File: config.mk
export PLATFORM = sky130hd
export DESIGN_NAME = nmea_sentence_checksum_check_core
export DESIGN_NICKNAME = d
export VERILOG_FILES = /design/src/rtl/nmeack_pkg.sv /design/src/rtl/nmeack_step.sv /design/src/rtl/nmea_sentence_checksum_check_core.sv
export SDC_FILE = /design/constraint.sdc
export NUM_CORES = 1
export LEC_CHECK = 0
export BUFFER_PORTS_ARGS = -buffer_cell sky130_fd_sc_hd__clkbuf_2
export CAP_MARGIN = 25
export CELL_PAD_IN_SITES_DETAIL_PLACEMENT = 0
export CELL_PAD_IN_SITES_GLOBAL_PLACEMENT = 2
export CORE_MARGIN = 2
export CORE_UTILIZATION = 34
export DETAILED_ROUTE_END_ITERATION = 10
export HOLD_SLACK_MARGIN = 0.05
export PLACE_DENSITY_LB_ADDON = 0.1
export SLEW_MARGIN = 0
export SYNTH_ARGS = -nofsm -noshare
export SYNTH_HDL_FRONTEND = slang
export SYNTH_SLANG_ARGS = --single-unit
File: constraint.sdc
create_clock -name clk -period 8.9 [get_ports clk]
set_input_delay 1.78 -clock clk [delete_from_list [all_inputs] [get_ports clk]]
set_output_delay 1.78 -clock clk [all_outputs]
set_load 0.005 [all_outputs]
File: src/rtl/nmeack_pkg.sv
`default_nettype none

package nmeack_pkg;

  localparam logic [7:0] CHAR_NUL    = 8'h00;
  localparam logic [7:0] CHAR_DOLLAR = 8'h24;
  localparam logic [7:0] CHAR_STAR   = 8'h2A;
  localparam logic [7:0] CHAR_ZERO   = 8'h30;
  localparam logic [7:0] CHAR_NINE   = 8'h39;
  localparam logic [7:0] HEX_GAP     = 8'd7;

  localparam logic [7:0] LIMIT_RESET = 8'd120;

  localparam logic [2:0] STATUS_OK        = 3'd0;
  localparam logic [2:0] STATUS_MISMATCH  = 3'd1;
  localparam logic [2:0] STATUS_NO_STAR   = 3'd2;
  localparam logic [2:0] STATUS_TOO_LONG  = 3'd3;
  localparam logic [2:0] STATUS_NO_DIGITS = 3'd4;

  localparam logic REG_LENGTH_LIMIT = 1'b0;

  typedef enum logic [3:0] {
    PH_BODY = 4'b0001,
    PH_DIG1 = 4'b0010,
    PH_DIG2 = 4'b0100,
    PH_SKIP = 4'b1000
  } phase_t;

  typedef struct packed {
    phase_t     phase;
    logic [7:0] position;
    logic [7:0] running_xor;
    logic [7:0] high_digit;
  } sent_state_t;

  typedef struct packed {
    logic       sentence_ok;
    logic [2:0] status;
    logic [7:0] computed_sum;
    logic [7:0] received_sum;
  } result_t;

  localparam sent_state_t STATE_CLEAR = '{
    phase:       PH_BODY,
    position:    8'd0,
    running_xor: 8'd0,
    high_digit:  8'd0
  };

  // ASCII hex digit (0-9, uppercase A-F) to value; other characters wrap mod 256
  function automatic logic [7:0] digit_value(input logic [7:0] ch);
    logic [7:0] v;
    v = ch - CHAR_ZERO;
    if (ch < CHAR_ZERO || ch > CHAR_NINE) begin
      v = v - HEX_GAP;
    end
    return v;
  endfunction

endpackage

`default_nettype wire

File: src/rtl/nmeack_step.sv
`default_nettype none

module nmeack_step (
  input  var nmeack_pkg::sent_state_t st,
  input  var logic [7:0]              ch,
  input  var logic [7:0]              length_limit,
  output var nmeack_pkg::sent_state_t st_next,
  output var logic                    emit,
  output var nmeack_pkg::result_t     res
);
  import nmeack_pkg::*;

  logic [7:0] hi_val;
  logic [7:0] lo_val;
  logic [7:0] rx;
  logic [2:0] status;

  assign hi_val = digit_value(st.high_digit);
  assign lo_val = digit_value(ch);
  assign rx     = {hi_val[3:0], 4'b0000} | lo_val;

  always_comb begin
    st_next = st;
    emit    = 1'b0;
    status  = STATUS_OK;
    res     = '0;
    unique case (st.phase)
      PH_BODY: begin
        if (ch == CHAR_NUL) begin
          emit    = 1'b1;
          status  = STATUS_NO_STAR;
          st_next = STATE_CLEAR;
        end else if (ch == CHAR_STAR) begin
          st_next.phase = PH_DIG1;
        end else if (st.position < length_limit) begin
          if (ch != CHAR_DOLLAR) begin
            st_next.running_xor = st.running_xor ^ ch;
          end
          st_next.position = st.position + 8'd1;
        end else begin
          emit          = 1'b1;
          status        = STATUS_TOO_LONG;
          st_next.phase = PH_SKIP;
        end
      end
      PH_DIG1: begin
        if (ch == CHAR_NUL) begin
          emit    = 1'b1;
          status  = STATUS_NO_DIGITS;
          st_next = STATE_CLEAR;
        end else begin
          st_next.high_digit = ch;
          st_next.phase      = PH_DIG2;
        end
      end
      PH_DIG2: begin
        emit = 1'b1;
        if (ch == CHAR_NUL) begin
          status  = STATUS_NO_DIGITS;
          st_next = STATE_CLEAR;
        end else begin
          status        = (rx == st.running_xor) ? STATUS_OK : STATUS_MISMATCH;
          res.received_sum = rx;
          st_next.phase = PH_SKIP;
        end
      end
      PH_SKIP: begin
        if (ch == CHAR_NUL) begin
          st_next = STATE_CLEAR;
        end
      end
      default: begin
        st_next = STATE_CLEAR;
      end
    endcase
    res.sentence_ok  = (status == STATUS_OK);
    res.status       = status;
    res.computed_sum = st.running_xor;
  end

endmodule

`default_nettype wire

File: src/rtl/nmea_sentence_checksum_check_core.sv
// Pipeline: a character accepted into the input stage has its result (if any)
//   registered into the output stage when it advances out of the input stage.
// Throughput: one character per cycle, unless a result waits on a stalled output.
// Reset (rst, synchronous, active high): empties both stages, clears the sentence
//   state, and sets length_limit to 120.
`default_nettype none

module nmea_sentence_checksum_check_core (
  input  var logic       clk,
  input  var logic       rst,
  input  var logic       psel,
  input  var logic       penable,
  input  var logic       pwrite,
  input  var logic       paddr,
  input  var logic [31:0] pwdata,
  output var logic [31:0] prdata,
  output var logic       pready,
  input  var logic       in_valid,
  output var logic       in_stall,
  input  var logic [7:0] character,
  output var logic       out_valid,
  input  var logic       out_stall,
  output var logic       sentence_ok,
  output var logic [2:0] status,
  output var logic [7:0] computed_sum,
  output var logic [7:0] received_sum
);
  import nmeack_pkg::*;

  logic        [7:0] length_limit;
  logic              s1_valid;
  logic        [7:0] s1_char;
  sent_state_t       state;
  sent_state_t       state_next;
  logic              emit;
  result_t           res;
  result_t           out_res;
  logic              advance;
  logic              accept_in;
  logic              cfg_write;

  assign pready    = 1'b1;
  assign cfg_write = psel && penable && pwrite;
  assign prdata    = (paddr == REG_LENGTH_LIMIT) ? {24'd0, length_limit} : 32'd0;

  always_ff @(posedge clk) begin
    if (rst) begin
      length_limit <= LIMIT_RESET;
    end else if (cfg_write && paddr == REG_LENGTH_LIMIT) begin
      length_limit <= pwdata[7:0];
    end
  end

  nmeack_step u_step (
    .st           (state),
    .ch           (s1_char),
    .length_limit (length_limit),
    .st_next      (state_next),
    .emit         (emit),
    .res          (res)
  );

  // A character with no result moves on even while the output slot is occupied
  assign advance   = s1_valid && (!emit || !out_valid || !out_stall);
  assign in_stall  = s1_valid && !advance;
  assign accept_in = in_valid && !in_stall;

  always_ff @(posedge clk) begin
    if (rst) begin
      s1_valid <= 1'b0;
    end else if (accept_in) begin
      s1_valid <= 1'b1;
    end else if (advance) begin
      s1_valid <= 1'b0;
    end
  end

  always_ff @(posedge clk) begin
    if (accept_in) begin
      s1_char <= character;
    end
  end

  always_ff @(posedge clk) begin
    if (rst) begin
      state <= STATE_CLEAR;
    end else if (advance) begin
      state <= state_next;
    end
  end

  always_ff @(posedge clk) begin
    if (rst) begin
      out_valid <= 1'b0;
    end else if (advance && emit) begin
      out_valid <= 1'b1;
    end else if (!out_stall) begin
      out_valid <= 1'b0;
    end
  end

  always_ff @(posedge clk) begin
    if (advance && emit) begin
      out_res <= res;
    end
  end

  assign sentence_ok  = out_res.sentence_ok;
  assign status       = out_res.status;
  assign computed_sum = out_res.computed_sum;
  assign received_sum = out_res.received_sum;

  // a waiting result is never overwritten
  a_no_overwrite: assert property (@(posedge clk) disable iff (rst)
    out_valid && out_stall |=> out_valid && $stable(out_res))
    else $error("pending result overwritten");

  a_ok_flag: assert property (@(posedge clk) disable iff (rst)
    out_valid |-> (sentence_ok == (status == STATUS_OK)))
    else $error("sentence_ok disagrees with status");

  a_rx_only_decided: assert property (@(posedge clk) disable iff (rst)
    out_valid && received_sum != 8'd0 |-> status == STATUS_OK || status == STATUS_MISMATCH)
    else $error("received_sum set without checksum digits");

  a_star_limit: assert property (@(posedge clk) disable iff (rst)
    state.phase == PH_BODY |-> state.position <= length_limit || $past(cfg_write))
    else $error("body position passed the length limit");

endmodule

`default_nettype wire

==> reports/metrics.cfg <==
[finish]
fin_cells = 623
drive_gt1_share_pct = 18.33
nets = 541
area_growth_pct = 14.12
n_antenna_cell = 0

[critical_path]
required_ns = 7.12
path_class = register to primary output
worstSetupStartpointType = register
crit_start = s1_char[0]
worstRegToRegCells = 10
r2r_end = state[9]
timing.rr.start = s1_char[0]
crit_fanout = 10
cp-end-kind = primary output
arrival_ns = 2.85
reg2reg_setup_slack_ns = 5.68

[clock_tree]
cts.hold.buffers_added = 0
post_cts_buffers = 0
clock_latency_ns = 0.34
clkSlewWorstSetupHoldPaths_ns = 0.05
ctsRootBufferMaster = clkbuf_16
numCtsBuffers = 9
post_cts_resized = 0
clockBufferDepth = 2
ctsHtreeMaxLevel = 3
cts_tree = yes
clock_sinks = 66

[drt]
drc_errors = 0
routed_wl_um = 9856
highest_layer = met4
drt_pass1_iterations = 4
wl_met1_um = 4922
route.met2.wl_um = 4380
routedWlPerCell_um = 15.82
via_per_inst = 5.151
drt_iter0_markers = 135
wl_met3_um = 399
num_vias = 3209
ant_nets = 0

[timing]
maxSlewViolCount = 0
rsz0062_at_grt = false
final-setup-viol-count = 0
setup_tns_ns = 0
tightest_slew_ns = 1.012
slew_headroom_pct = 32.40
fin_crit_ns = 4.631
fin_skew_ns = 0.008487
fmax_ghz = 0.2159
period_share_pct = 52.03
finalHoldViolCount = 0

[synth]
synth_area_leaders = edfxtp_1, dfxtp_1, a21oi_1
synth_area_per_cell_um2 = 9.104
ys_async_sr_fraction_pct = 0
synth_compound_area_share_pct = 18.65
synth_top_area_share_pct = 21.28
synth_seq_cells = 66
netlist_top_cells_count = a21oi_1, dfxtp_1, nor2_1
synth_edf_count = 28
synth_top_family_by_area = simple AND/OR/NAND/NOR gates
synthSimpleGateAreaFrac_pct = 21.28
ys_types = 60
synth.most_common_cell = a21oi_1
ys.flop_type = dfxtp_1
synth_cells = 434
synth_area_um2 = 3951
ys_seq_area_share_pct = 40.53
yosysWarnings = 0
post-synth-top-area-cell = edfxtp_1
synthMuxAreaShare_pct = 1.298
synth-xor-area-share_pct = 2.660
synth-adder-area-share_pct = 5.700

[placed_design]
placed_cells = 605
globalplace.congestion = 0.7597
hpwlAfterDp_um = 6941
io_buffer_count = 53

[power]
power.density_nw_per_um2 = 171.1
irDropWorstVdd_mv = 0.09393
power.leakage_nw = 1.817

[floorplanning]
die_area_um2 = 12500
core_um2 = 11370
die_x_um = 111.8
rows = 39
start_util_pct = 34.75
dieHeight_um = 111.8
top_level_ports = 103

[run]
drv_cap = 0

[global_routing]
grt_pass1_vias = 3012
track_usage_pct = 15.99
grt_max_degree = 37
grt_pass1_wl_um = 15870
grt.overflow.total = 0
antenna_found_initial = 0

[min_path]
hold_path_class = register to register
min_path_cells = 2
min_from = length_limit[1]
worstHoldEndpoint = length_limit[1]

[run_status]
status = complete, no violations

## final cells by class
type                       count  area [um2]
fill                        1171        6860
sequential                    66        1602
clock inverter                 5       36.28
multi-input combinational    322        2061
tap                          143       178.9
clock buffer                  11       264.0
inverter                      20       75.07
timing repair buffer          56       292.8
## where the power goes
group          internal, mW  switching, mW  total [mW]
combinational        0.0294         0.0512      0.0806
sequential            0.324         0.0151       0.339
clock                 0.213          0.139       0.352
## worst max-delay path by stage
| stage | end | cells past startpoint |
|---|---|---|
| after floorplan | in_stall | 2 |
| after global placement | in_stall | 8 |
| after detailed placement | in_stall | 8 |
| after CTS | in_stall | 8 |
| after global routing | in_stall | 8 |
| final | in_stall | 8 |
## worst max-delay path, stage by stage, from the launching register on
cell,delay [ns]
edfxtp_1,0.54
inv_1,0.25
ha_1,0.24
nor2b_1,0.22
nand4b_2,0.29
o21ai_1,0.29
a21oi_1,0.15
nor4b_2,0.35
clkbuf_2,0.17
## layer usage
layer  vias to the layer above  global-route usage, %
met1                      1501                  22.56
met2                        81                  24.48
li1                       1613                      -
met5                         -                      0
met3                        14                  3.756
met4                         0                  4.609
## registers in the layout (all words and copies together), names as in the netlist
name and cells:
status 3, out_valid 1, computed_sum 8, s1_char 8, received_sum 8, s1_valid 1, state 28, length_limit 8
sentence_ok 1
## stage by stage
step	hold slack [ns]	utilization [%]	worst slack (ns)	cell area [um2]	power (mW)
2_1_floorplan	0.4363	-	4.953	4038	0.4081
3_3_place_gp	0.4474	36.84	4.569	4189	0.4249
3_5_place_dp	0.4546	36.84	4.604	4189	0.4259
4_1_cts	0.4624	39.49	4.226	4489	0.7772
5_1_grt	0.4985	39.66	4.040	4509	0.8025
6_report	0.4610	39.66	4.269	4509	0.7713
## cell families (layout without fill, tap and decap cells)
family	count (synthesis)	after routing
AOI/OAI and AO/OA	117	117
buffers and inverters	69	92
and+or+nand+nor	145	145
DFF	66	66
xor gates and xnor gates	12	12
muxes	5	5
adders and majority gates	18	18
other	2	25
## cells in the final DEF (no fill, tap or decap), drive strengths merged, types with 3 or more instances in the layout
master,n
dfxtp,38
nor2b,9
inv,20
mux2i,4
nand2,29
a32oi,3
clkinvlp,3
nand2b,4
and3,5
or4,4
nor2,35
or3,5
nor3,6
and2,3
o211ai,8
o21ai,23
a31oi,4
clkbuf,65
xor2,5
conb,25
nand4,16
o31ai,12
ha,18
nor4b,4
xnor2,7
nand3,6
a21oi,49
edfxtp,28
nand4b,10
No activity file was read; power rests on OpenSTA's default activity.
